**src/hw/rtl/dsfs_pkg.sv**
```systemverilog
// Shared types and constants for the directional sprite frame sequencer.
// Holds sequence codes, configuration register indexes and the frame count bundle.
// No dependencies.
`timescale 1ns / 1ps

package dsfs_pkg;

    // Sequence codes; codes 5 to 7 are unused and never reached.
    localparam logic [2:0] SEQ_LEFT_LOOP   = 3'd0;
    localparam logic [2:0] SEQ_LEFT_TURN   = 3'd1;
    localparam logic [2:0] SEQ_CENTRE_LOOP = 3'd2;
    localparam logic [2:0] SEQ_RIGHT_TURN  = 3'd3;
    localparam logic [2:0] SEQ_RIGHT_LOOP  = 3'd4;

    // Configuration register indexes.
    localparam logic [2:0] REG_FRAME_PERIOD       = 3'd0;
    localparam logic [2:0] REG_LEFT_LOOP_FRAMES   = 3'd1;
    localparam logic [2:0] REG_LEFT_TURN_FRAMES   = 3'd2;
    localparam logic [2:0] REG_CENTRE_LOOP_FRAMES = 3'd3;
    localparam logic [2:0] REG_RIGHT_TURN_FRAMES  = 3'd4;
    localparam logic [2:0] REG_RIGHT_LOOP_FRAMES  = 3'd5;

    localparam int PERIOD_W = 10;
    localparam int COUNT_W  = 4;
    localparam int CFG_W    = 10;

    // Raw configured frame counts of the five sequences.
    typedef struct packed {
        logic [COUNT_W-1:0] right_loop;
        logic [COUNT_W-1:0] right_turn;
        logic [COUNT_W-1:0] centre_loop;
        logic [COUNT_W-1:0] left_turn;
        logic [COUNT_W-1:0] left_loop;
    } frame_counts_t;

endpackage

```
**src/hw/rtl/dsfs_step.sv**
```systemverilog
// Next sequence and frame for one animation step of the sprite sequencer.
// Purely combinational; depends on dsfs_pkg for codes and the frame count bundle.
`timescale 1ns / 1ps

module dsfs_step #(
    parameter int MAX_FRAMES = 8
) (
    input  logic [2:0]                        cur_seq,
    input  logic [$clog2(MAX_FRAMES)-1:0]     cur_frame,
    input  logic signed [1:0]                 direction,
    input  dsfs_pkg::frame_counts_t           counts,
    output logic [2:0]                        nxt_seq,
    output logic [$clog2(MAX_FRAMES)-1:0]     nxt_frame
);

    localparam int FW = $clog2(MAX_FRAMES);
    localparam int CW = $clog2(MAX_FRAMES + 1);

    // A count of zero acts as one, a count above the maximum as the maximum.
    function automatic logic [CW-1:0] clamp(input logic [dsfs_pkg::COUNT_W-1:0] raw);
        logic [CW-1:0] c;
        if (raw == '0) begin
            c = CW'(1);
        end else if (32'(raw) > MAX_FRAMES) begin
            c = CW'(MAX_FRAMES);
        end else begin
            c = CW'(raw);
        end
        return c;
    endfunction

    logic [CW-1:0] n_left_loop;
    logic [CW-1:0] n_left_turn;
    logic [CW-1:0] n_centre_loop;
    logic [CW-1:0] n_right_turn;
    logic [CW-1:0] n_right_loop;
    logic [CW-1:0] fwd_frame;
    logic [FW-1:0] fwd_trunc;
    logic [FW-1:0] back_frame;
    logic [FW-1:0] left_turn_last;
    logic [FW-1:0] right_turn_last;
    logic          at_first;

    assign n_left_loop   = clamp(counts.left_loop);
    assign n_left_turn   = clamp(counts.left_turn);
    assign n_centre_loop = clamp(counts.centre_loop);
    assign n_right_turn  = clamp(counts.right_turn);
    assign n_right_loop  = clamp(counts.right_loop);

    // Candidate frames for a forward step, a backward step and a transition entry.
    assign fwd_frame       = CW'(cur_frame) + CW'(1);
    assign fwd_trunc       = FW'(fwd_frame);
    assign back_frame      = cur_frame - FW'(1);
    assign at_first        = (cur_frame == '0);
    assign left_turn_last  = FW'(n_left_turn - CW'(1));
    assign right_turn_last = FW'(n_right_turn - CW'(1));

    // Step table by direction and current sequence.
    always_comb begin
        nxt_seq   = cur_seq;
        nxt_frame = cur_frame;
        priority if (direction == 2'sd0) begin
            unique case (cur_seq)
                dsfs_pkg::SEQ_LEFT_LOOP: begin
                    nxt_seq   = dsfs_pkg::SEQ_LEFT_TURN;
                    nxt_frame = left_turn_last;
                end
                dsfs_pkg::SEQ_LEFT_TURN, dsfs_pkg::SEQ_RIGHT_TURN: begin
                    if (at_first) begin
                        nxt_seq   = dsfs_pkg::SEQ_CENTRE_LOOP;
                        nxt_frame = '0;
                    end else begin
                        nxt_frame = back_frame;
                    end
                end
                dsfs_pkg::SEQ_CENTRE_LOOP: begin
                    nxt_frame = (fwd_frame >= n_centre_loop) ? '0 : fwd_trunc;
                end
                dsfs_pkg::SEQ_RIGHT_LOOP: begin
                    nxt_seq   = dsfs_pkg::SEQ_RIGHT_TURN;
                    nxt_frame = right_turn_last;
                end
                default: begin
                end
            endcase
        end else if (direction[1]) begin
            // Any negative pattern counts as left.
            unique case (cur_seq)
                dsfs_pkg::SEQ_LEFT_LOOP: begin
                    nxt_frame = (fwd_frame >= n_left_loop) ? '0 : fwd_trunc;
                end
                dsfs_pkg::SEQ_LEFT_TURN: begin
                    if (fwd_frame >= n_left_turn) begin
                        nxt_seq   = dsfs_pkg::SEQ_LEFT_LOOP;
                        nxt_frame = '0;
                    end else begin
                        nxt_frame = fwd_trunc;
                    end
                end
                dsfs_pkg::SEQ_CENTRE_LOOP: begin
                    nxt_seq   = dsfs_pkg::SEQ_LEFT_TURN;
                    nxt_frame = '0;
                end
                dsfs_pkg::SEQ_RIGHT_TURN: begin
                    if (at_first) begin
                        nxt_seq   = dsfs_pkg::SEQ_LEFT_TURN;
                        nxt_frame = '0;
                    end else begin
                        nxt_frame = back_frame;
                    end
                end
                dsfs_pkg::SEQ_RIGHT_LOOP: begin
                    nxt_seq   = dsfs_pkg::SEQ_RIGHT_TURN;
                    nxt_frame = right_turn_last;
                end
                default: begin
                end
            endcase
        end else begin
            unique case (cur_seq)
                dsfs_pkg::SEQ_LEFT_LOOP: begin
                    nxt_seq   = dsfs_pkg::SEQ_LEFT_TURN;
                    nxt_frame = left_turn_last;
                end
                dsfs_pkg::SEQ_LEFT_TURN: begin
                    if (at_first) begin
                        nxt_seq   = dsfs_pkg::SEQ_RIGHT_TURN;
                        nxt_frame = '0;
                    end else begin
                        nxt_frame = back_frame;
                    end
                end
                dsfs_pkg::SEQ_CENTRE_LOOP: begin
                    nxt_seq   = dsfs_pkg::SEQ_RIGHT_TURN;
                    nxt_frame = '0;
                end
                dsfs_pkg::SEQ_RIGHT_TURN: begin
                    if (fwd_frame >= n_right_turn) begin
                        nxt_seq   = dsfs_pkg::SEQ_RIGHT_LOOP;
                        nxt_frame = '0;
                    end else begin
                        nxt_frame = fwd_trunc;
                    end
                end
                dsfs_pkg::SEQ_RIGHT_LOOP: begin
                    nxt_frame = (fwd_frame >= n_right_loop) ? '0 : fwd_trunc;
                end
                default: begin
                end
            endcase
        end
    end

endmodule

```
**src/hw/rtl/directional_sprite_frame_sequencer.sv**
```systemverilog
// Top level of the directional sprite frame sequencer: config registers, tick divider,
// sequencer state and the output register. Depends on dsfs_pkg and dsfs_step.
// Latency: a result beat is registered and appears in the cycle after its input beat is accepted.
// Throughput: one beat per cycle while m_tready drains the output; the state update is one pass through dsfs_step.
// A new beat is taken while the output register drains in the same cycle.
// Reset (aresetn low, synchronous): centre loop, frame 0, period and counts 1.
`timescale 1ns / 1ps

module directional_sprite_frame_sequencer #(
    parameter int MAX_FRAMES = 8
) (
    input  logic        aclk,
    input  logic        aresetn,

    input  logic        cfg_wr_en,
    input  logic [2:0]  cfg_addr,
    input  logic [dsfs_pkg::CFG_W-1:0] cfg_wr_data,

    input  logic        s_tvalid,
    output logic        s_tready,
    input  logic [7:0]  s_tdata,   // [1:0] direction (signed), [7:2] zero

    output logic        m_tvalid,
    input  logic        m_tready,
    output logic [7:0]  m_tdata    // [2:0] sequence_index, [5:3] frame_index,
                                   // [6] stepped, [7] zero
);

    localparam int FW = $clog2(MAX_FRAMES);

    logic [dsfs_pkg::PERIOD_W-1:0] period_reg;
    logic [dsfs_pkg::PERIOD_W-1:0] div_reg;
    dsfs_pkg::frame_counts_t       counts_reg;
    logic [2:0]                    seq_reg;
    logic [2:0]                    seq_next;
    logic [FW-1:0]                 frame_reg;
    logic [FW-1:0]                 frame_next;
    logic                          m_valid_reg;
    logic [2:0]                    out_seq_reg;
    logic [2:0]                    out_frame_reg;
    logic                          out_stepped_reg;

    logic                          in_acc;
    logic                          expire;
    logic signed [1:0]             direction;
    logic [dsfs_pkg::PERIOD_W-1:0] eff_period;
    logic [dsfs_pkg::PERIOD_W-1:0] wr_period;
    logic [dsfs_pkg::PERIOD_W-1:0] wr_eff_period;

    // Handshake: take a beat whenever the output register is empty or draining.
    assign s_tready  = !m_valid_reg || m_tready;
    assign in_acc    = s_tvalid && s_tready;
    assign direction = s_tdata[1:0];

    // A period of zero behaves as one.
    assign eff_period    = (period_reg == '0) ? dsfs_pkg::PERIOD_W'(1) : period_reg;
    assign wr_period     = cfg_wr_data[dsfs_pkg::PERIOD_W-1:0];
    assign wr_eff_period = (wr_period == '0) ? dsfs_pkg::PERIOD_W'(1) : wr_period;
    assign expire        = (div_reg <= dsfs_pkg::PERIOD_W'(1));

    // Configuration registers; a period write also reloads the divider.
    always_ff @(posedge aclk) begin
        if (!aresetn) begin
            period_reg  <= dsfs_pkg::PERIOD_W'(1);
            div_reg     <= dsfs_pkg::PERIOD_W'(1);
            counts_reg  <= '{default: dsfs_pkg::COUNT_W'(1)};
        end else begin
            if (cfg_wr_en) begin
                unique case (cfg_addr)
                    dsfs_pkg::REG_FRAME_PERIOD:       period_reg <= wr_period;
                    dsfs_pkg::REG_LEFT_LOOP_FRAMES:
                        counts_reg.left_loop   <= cfg_wr_data[dsfs_pkg::COUNT_W-1:0];
                    dsfs_pkg::REG_LEFT_TURN_FRAMES:
                        counts_reg.left_turn   <= cfg_wr_data[dsfs_pkg::COUNT_W-1:0];
                    dsfs_pkg::REG_CENTRE_LOOP_FRAMES:
                        counts_reg.centre_loop <= cfg_wr_data[dsfs_pkg::COUNT_W-1:0];
                    dsfs_pkg::REG_RIGHT_TURN_FRAMES:
                        counts_reg.right_turn  <= cfg_wr_data[dsfs_pkg::COUNT_W-1:0];
                    dsfs_pkg::REG_RIGHT_LOOP_FRAMES:
                        counts_reg.right_loop  <= cfg_wr_data[dsfs_pkg::COUNT_W-1:0];
                    default: begin
                    end
                endcase
            end
            // Divider: reload on a period write, otherwise count ticks.
            if (cfg_wr_en && (cfg_addr == dsfs_pkg::REG_FRAME_PERIOD)) begin
                div_reg <= wr_eff_period;
            end else if (in_acc) begin
                div_reg <= expire ? eff_period : (div_reg - dsfs_pkg::PERIOD_W'(1));
            end
        end
    end

    // Step table.
    dsfs_step #(
        .MAX_FRAMES(MAX_FRAMES)
    ) u_step (
        .cur_seq   (seq_reg),
        .cur_frame (frame_reg),
        .direction (direction),
        .counts    (counts_reg),
        .nxt_seq   (seq_next),
        .nxt_frame (frame_next)
    );

    // Sequencer state advances only on an accepted beat when the divider expires.
    always_ff @(posedge aclk) begin
        if (!aresetn) begin
            seq_reg   <= dsfs_pkg::SEQ_CENTRE_LOOP;
            frame_reg <= '0;
        end else if (in_acc && expire) begin
            seq_reg   <= seq_next;
            frame_reg <= frame_next;
        end
    end

    // Output register valid flag.
    always_ff @(posedge aclk) begin
        if (!aresetn) begin
            m_valid_reg <= 1'b0;
        end else if (in_acc) begin
            m_valid_reg <= 1'b1;
        end else if (m_tready) begin
            m_valid_reg <= 1'b0;
        end
    end

    // Output payload carries the state after this tick.
    always_ff @(posedge aclk) begin
        if (in_acc) begin
            out_seq_reg     <= expire ? seq_next : seq_reg;
            out_frame_reg   <= expire ? 3'(frame_next) : 3'(frame_reg);
            out_stepped_reg <= expire;
        end
    end

    assign m_tvalid = m_valid_reg;
    assign m_tdata  = {1'b0, out_stepped_reg, out_frame_reg, out_seq_reg};

    // A held result blocks new beats.
    a_hold_blocks_input: assert property (@(posedge aclk) disable iff (!aresetn)
        (m_valid_reg && !m_tready) |-> !s_tready)
        else $error("input accepted while result beat is stalled");

    // Without expiry or a period write the divider counts down by one.
    a_divider_counts: assert property (@(posedge aclk)
        (aresetn && in_acc && !expire && !cfg_wr_en) |=>
        (!aresetn || div_reg == $past(div_reg) - dsfs_pkg::PERIOD_W'(1)))
        else $error("tick divider did not decrement");

    // The sequencer state moves only on a step.
    a_state_only_on_step: assert property (@(posedge aclk)
        (aresetn && !(in_acc && expire)) |=>
        (!aresetn || ($stable(seq_reg) && $stable(frame_reg))))
        else $error("sequencer state changed without a step");

    // An expiring beat produces a result marked as stepped.
    a_step_flagged: assert property (@(posedge aclk)
        (aresetn && in_acc && expire) |=> (!aresetn || (m_valid_reg && out_stepped_reg)))
        else $error("step not flagged in result beat");

endmodule
```
**config.mk**
```make
export PLATFORM = sky130hd
export DESIGN_NAME = directional_sprite_frame_sequencer
export DESIGN_NICKNAME = d
export VERILOG_FILES = /design/src/hw/rtl/dsfs_pkg.sv /design/src/hw/rtl/dsfs_step.sv /design/src/hw/rtl/directional_sprite_frame_sequencer.sv
export SDC_FILE = /design/constraint.sdc
export NUM_CORES = 1
export LEC_CHECK = 0
export BUFFER_PORTS_ARGS = -buffer_cell sky130_fd_sc_hd__buf_2
export CAP_MARGIN = 20
export CORE_ASPECT_RATIO = 0.8
export CORE_MARGIN = 8
export CORE_UTILIZATION = 40
export CTS_CLUSTER_DIAMETER = 50
export DETAILED_ROUTE_END_ITERATION = 6
export PLACE_DENSITY = 0.69
export SLEW_MARGIN = 25
export SYNTH_ARGS = -nofsm -noshare
export SYNTH_HDL_FRONTEND = slang
export SYNTH_SLANG_ARGS = --single-unit
```
**constraint.sdc**
```tcl
create_clock -name aclk -period 2.8 [get_ports aclk]
set_input_delay 0.14 -clock aclk [delete_from_list [all_inputs] [get_ports aclk]]
set_output_delay 0.14 -clock aclk [all_outputs]
set_load 0.01 [all_outputs]
```
## After elaboration in Yosys (flattened, before gate mapping)

Cells that the tools add are included.

| storage, ports and cells | value |
|---|---|
| register bits after elaboration | 54 |
| latch bits | 0 |
| bits in writable memories | 0 |
| ROM bits | 0 |
| output and inout bits | 10 |
| word-level logic and storage cells | 103 |
| memories kept | 0 |

| cells by class | value |
|---|---|
| $add $sub $neg | 5 |
| multiply operators | 0 |
| div/mod/pow operators | 0 |
| order comparisons | 11 |
| equality and inequality tests | 9 |
| shifts and indexed selects | 0 |
| muxes and demuxes | 40 |
| bitwise logic cells | 0 |
| reduce and logical (&&, ||, !) cells | 25 |

Operators with widths:

| operator | number |
|---|---|
| 2-to-1 mux 3 bit | 17 |
| 2-to-1 mux 10 bit | 5 |
| 2-to-1 mux 4 bit | 10 |
| one-hot mux 3 bit (4 select lines) | 3 |
| one-hot mux 3 bit (5 select lines) | 2 |
| >= comparator 4 bit | 5 |
| > comparator 4 bit, second input constant | 5 |
| logical NOT 10 bit | 2 |
| logical NOT 4 bit | 5 |
| equality test 3 x 2 -> 1 bit, second input constant | 4 |
| AND reduction 2 bit | 6 |
| <= comparator 10 x 1 -> 1 bit, second input constant | 1 |
| subtractor 10 x 1 -> 10 bit, second input constant | 1 |
| equality test 3 bit, second input constant | 3 |
| logical NOT 3 bit | 3 |
| one-hot mux 3 bit (3 select lines) | 1 |
| subtractor 3 x 1 -> 3 bit, second input constant | 3 |
| equality test 3 x 1 -> 1 bit, second input constant | 2 |
| adder 3 x 1 -> 4 bit, second input constant | 1 |
| nonzero test 2 bit | 2 |
| logical AND 1 bit | 3 |
| logical NOT 2 bit | 1 |
| 2-to-1 mux 1 bit | 2 |
| OR reduction 2 bit | 1 |
| other kinds (2) | 2 |

## Longest topological paths before layout

| logic depth | value |
|---|---|
| word-level depth | 9 |
| gate-level depth with buffers | 10 |

## Modules after synthesis

Synthesis repeated with hierarchy kept, for this count alone.

| unflattened totals | value |
|---|---|
| cells, all modules | 459 |
| area, all modules | 3643.5 um^2 |

By module, submodules not included:

| module | times used | cells an instance | area each (um^2) |
|---|---|---|---|
| directional_sprite_frame_sequencer | 1 | 283 | 2426.1 |
| dsfs_step | 1 | 176 | 1217.4 |

## Least setup slack after synthesis

OpenSTA, ideal clock, no wires.

| path | value |
|---|---|
| kind | reg2reg |
| start point | register frame_reg[0] |
| end point | register out_frame_reg[2], data pin |
| arrival | 2.425 ns |
| data required time | 2.631 ns |
| slack | 0.206 ns |
| stages on the path, launching flop included | 10 |
| path buffers | 0 |
| period minus slack after synthesis | 2.594 ns |
| cells stage by stage | dfxtp_1 > inv_1 > nor3_1 > ha_1 > a21oi_1 > o21ai_0 > o32ai_1 > a22oi_1 > o2111a_1 > o31ai_1 |

| between the ends | value |
|---|---|
| word-level cells in the longest chain between the ends | 7 |
| elaborated cells on any way between the ends | 20 |

RTL lines:

| what | RTL line | source |
|---|---|---|
| start, declared | directional_sprite_frame_sequencer.sv:36 | `logic [FW-1:0] frame_reg;` |
| start signal, assigned | directional_sprite_frame_sequencer.sv:113 | `frame_reg <= frame_next;` |
| adder 3 x 1 -> 4 bit | dsfs_step.sv:51 | `assign fwd_frame = CW'(cur_frame) + CW'(1);` |
| >= comparator 4 bit (on tied branches) | -- |  |
| 2-to-1 mux 3 bit (on tied branches) | -- |  |
| one-hot mux 3 bit (5 select lines) (on tied branches) | dsfs_step.sv:120, dsfs_step.sv:88 |  |
| 2-to-1 mux 3 bit | dsfs_step.sv:86 | `end else if (direction[1]) begin` |
| 2-to-1 mux 3 bit * | dsfs_step.sv:62 | `priority if (direction == 2'sd0) begin` |
| 2-to-1 mux 3 bit * | directional_sprite_frame_sequencer.sv:132 | `out_frame_reg <= expire ? 3'(frame_next) : 3'(frame_reg);` |
| end signal, assigned | directional_sprite_frame_sequencer.sv:132 |  |
| end, declared | directional_sprite_frame_sequencer.sv:40 | `logic [2:0] out_frame_reg;` |

Every way passes the cells marked *; elsewhere a longest branch is shown, timed or not.
A chain may end at the register's enable or synchronous reset.

## Worst setup path after layout

Ends and elaborated chain as after synthesis.

==> results.yml <==
outcome:
  run_status: "completed"
sta:
  maxSlewHeadroom: 0.531
  setup_violations: 0
  period_share: 0.955
  layout_setup_ws_ps: 125
  hold_violations: 0
  timing.hold.ws_ps: 107
  worst_pin_slew_ps: 701
  fin_skew_ps: 7.07
  slew_violations: 0
  max_freq_ghz: 0.374
  finalCriticalPeriod_ps: 2680
synthesis:
  syn-cell-area_sq_mm: 0.00360
  async_flop_share: 0
  synth_nets: 499
  synth.avg_cell_area_sq_um: 8.10
  synth_edf_count: 7
  synth_warnings: 0
  syn_inst: 445
  synth_ff_type: "dfxtp_1"
  ys_seq_area_frac: 0.319
  synth_seq_cells: 54
  synth_cell_types: 70
layout:
  n_antenna_cell: 0
  post-route-cell-area_sq_mm: 0.00411
  drive_gt1_frac: 0.144
  fin_nets: 525
  largest_reg_flops: 20
  mostFrequentLayoutCells: "50 x nand2_1, 46 x dfxtp_1, 41 x nor2_1"
  area_growth_syn_to_layout_pct: 14.1
  fillers: 888
  final_common_cell: "nand2_1"
floorplan:
  die_area_sq_mm: 0.0123
  initial_core_util: 0.404
  die_h_um: 101
  die_x_um: 122
  io-pin-count: 36
  std_cell_rows: 31
  core-area_sq_mm: 0.00892
critical_path:
  reg2regPathDepth: 11
  rr_endpoint: "out_frame_reg[2]"
  rrSetupSlack_ps: 120
  r2r_start: "frame_reg[0]"
  crit_fanout: 5
  worst_ep_arrival_time_ps: 2810
  critical_path_class: "reg2reg"
  end_kind: "flip-flop"
  startpoint_type: "flip-flop"
  worstSetupStartpoint: "frame_reg[0]"
  required_ps: 2930
placement:
  pre_cts_slack_ps: 67.2
  portBuffers: 28
  placedInstanceArea_sq_mm: 0.00389
  place_congestion: 0.897
  dp_hpwl_mm: 7.15
grt:
  use_met3: 0.0420
  grt-busiest-layer: "met1"
  grtUsageTotal: 0.157
  grt_pass1_wl_mm: 15.4
  gr-usage-met1: 0.236
  grt_pass1_vias: 3020
  antenna_found_initial: 0
  use_met2: 0.211
  grt_max_degree: 40
  gr-total-overflow: 0
run:
  maxCapViolations: 0
route:
  vias_per_cell: 5.81
  final_antenna_net_count: 0
  wl_per_cell_um: 16.4
  first_iter_violations: 346
  vias: 3408
  drc: 0
  first_pass_iters: 5
  routed_wl_mm: 9.63
min_path:
  min_path_type: "in2reg"
  hold_path_end: "m_tvalid"
  min_path_cells: 3
  hold_start: "s_tvalid"
cts:
  clk_latency_ps: 300
  post_cts_buffers: 0
  numCtsBuffers: 5
  cts_tree: "done"
  cts.sinks: 54
  cts-root-buf: "clkbuf_16"
  ctsLongestPathBuffers: 2
  clk_pin_slew_ps: 70
  htree_levels: 2
power:
  max-vdd-ir-drop_mv: 0.448
  powerDensity_mw_per_mm2: 683
  p_leak_nw: 1.65
  total_power_w: 0.00281
## final cells by class
cell class	instances	area, sq um	share of cell area
clock buffers	8	189	0.0460
well taps	115	144	0.0350
repair buffers	44	260	0.0633
inverters	27	106	0.0259
multi-input cells	339	2260	0.549
flip-flops and latches	54	1150	0.280
## cells in the mapped netlist, types with 3 or more instances
master     number  area share
xor2_1          3      0.0073
a211oi_1        4      0.0083
nand3_1         5      0.0069
nor4_1          7       0.012
clkbuf_1       18       0.019
nand2b_1        6       0.010
o211ai_1        6       0.012
nor3_1          7      0.0097
edfxtp_1        7       0.058
o2111ai_1       3      0.0073
dfxtp_1        47        0.26
nor2_1         41       0.043
inv_1          24       0.025
mux2i_1        22       0.061
o22ai_1         6       0.010
and2_1          4      0.0069
ha_1           28       0.097
nand2_1        50       0.052
a21boi_0        6       0.012
a211o_1         4      0.0097
nor2b_1        19       0.033
a31oi_1         5      0.0087
o31ai_1         4      0.0083
a21oi_1        34       0.047
o21ai_0        22       0.031
## cell families after synthesis
logic type / Yosys count / share of synthesized area
mux: 22 / 0.0611
fa+ha+maj: 28 / 0.0972
other cells: 1 / 0.00104
compound gates: 122 / 0.222
buf+inv: 52 / 0.0625
xor+xnor: 3 / 0.00729
simple gates: 163 / 0.229
flops: 54 / 0.319
## worst max-delay path, stage by stage, from the launching register on
cell	delay (ps)
dfxtp_2	360
inv_1	100
nor3_1	210
buf_4	190
ha_1	250
a21oi_1	190
o21ai_0	130
o32ai_2	300
a22oi_1	150
buf_4	160
o2111a_1	250
o31ai_2	210
## through the flow
stage                util  cells  setup TNS [ps]
floorplan               -    445               0
global placement    0.436    579               0
detailed placement  0.436    579               0
CTS                 0.457    587               0
global route        0.461    587           -19.7
finish              0.461    587               0
## where the power goes
part | total [W] | switching (W) | internal (W) | leakage, nW
Combinational | 0.00107 | 0.000645 | 0.000427 | 1.10
Clock | 0.000750 | 0.000285 | 0.000465 | 0.0935
Sequential | 0.000984 | 0.0000947 | 0.000889 | 0.451
Total | 0.00281 | 0.00103 | 0.00178 | 1.65
## timing repair
action | in CTS | in global routing
hold buffers | 0 | 0
resized for setup | 0 | 7
setup endpoints to repair | 0 | 5
## layer usage
layer	wire [um]	up-vias
li1	-	1649
met1	4790	1611
met2	3900	135
met3	822	13
met4	113	0
met5	0	-
## how the worst max path moves through the flow
| stage | to | slack, ps |
|---|---|---|
| global route | out_frame_reg[2] | -20 |
| CTS | out_frame_reg[2] | 20 |
| global placement | out_frame_reg[0] | 150 |
| finish | out_frame_reg[2] | 120 |
| detailed placement | out_frame_reg[2] | 70 |
| floorplan | out_frame_reg[2] | 210 |
No activity file was read; power rests on OpenSTA's default activity.
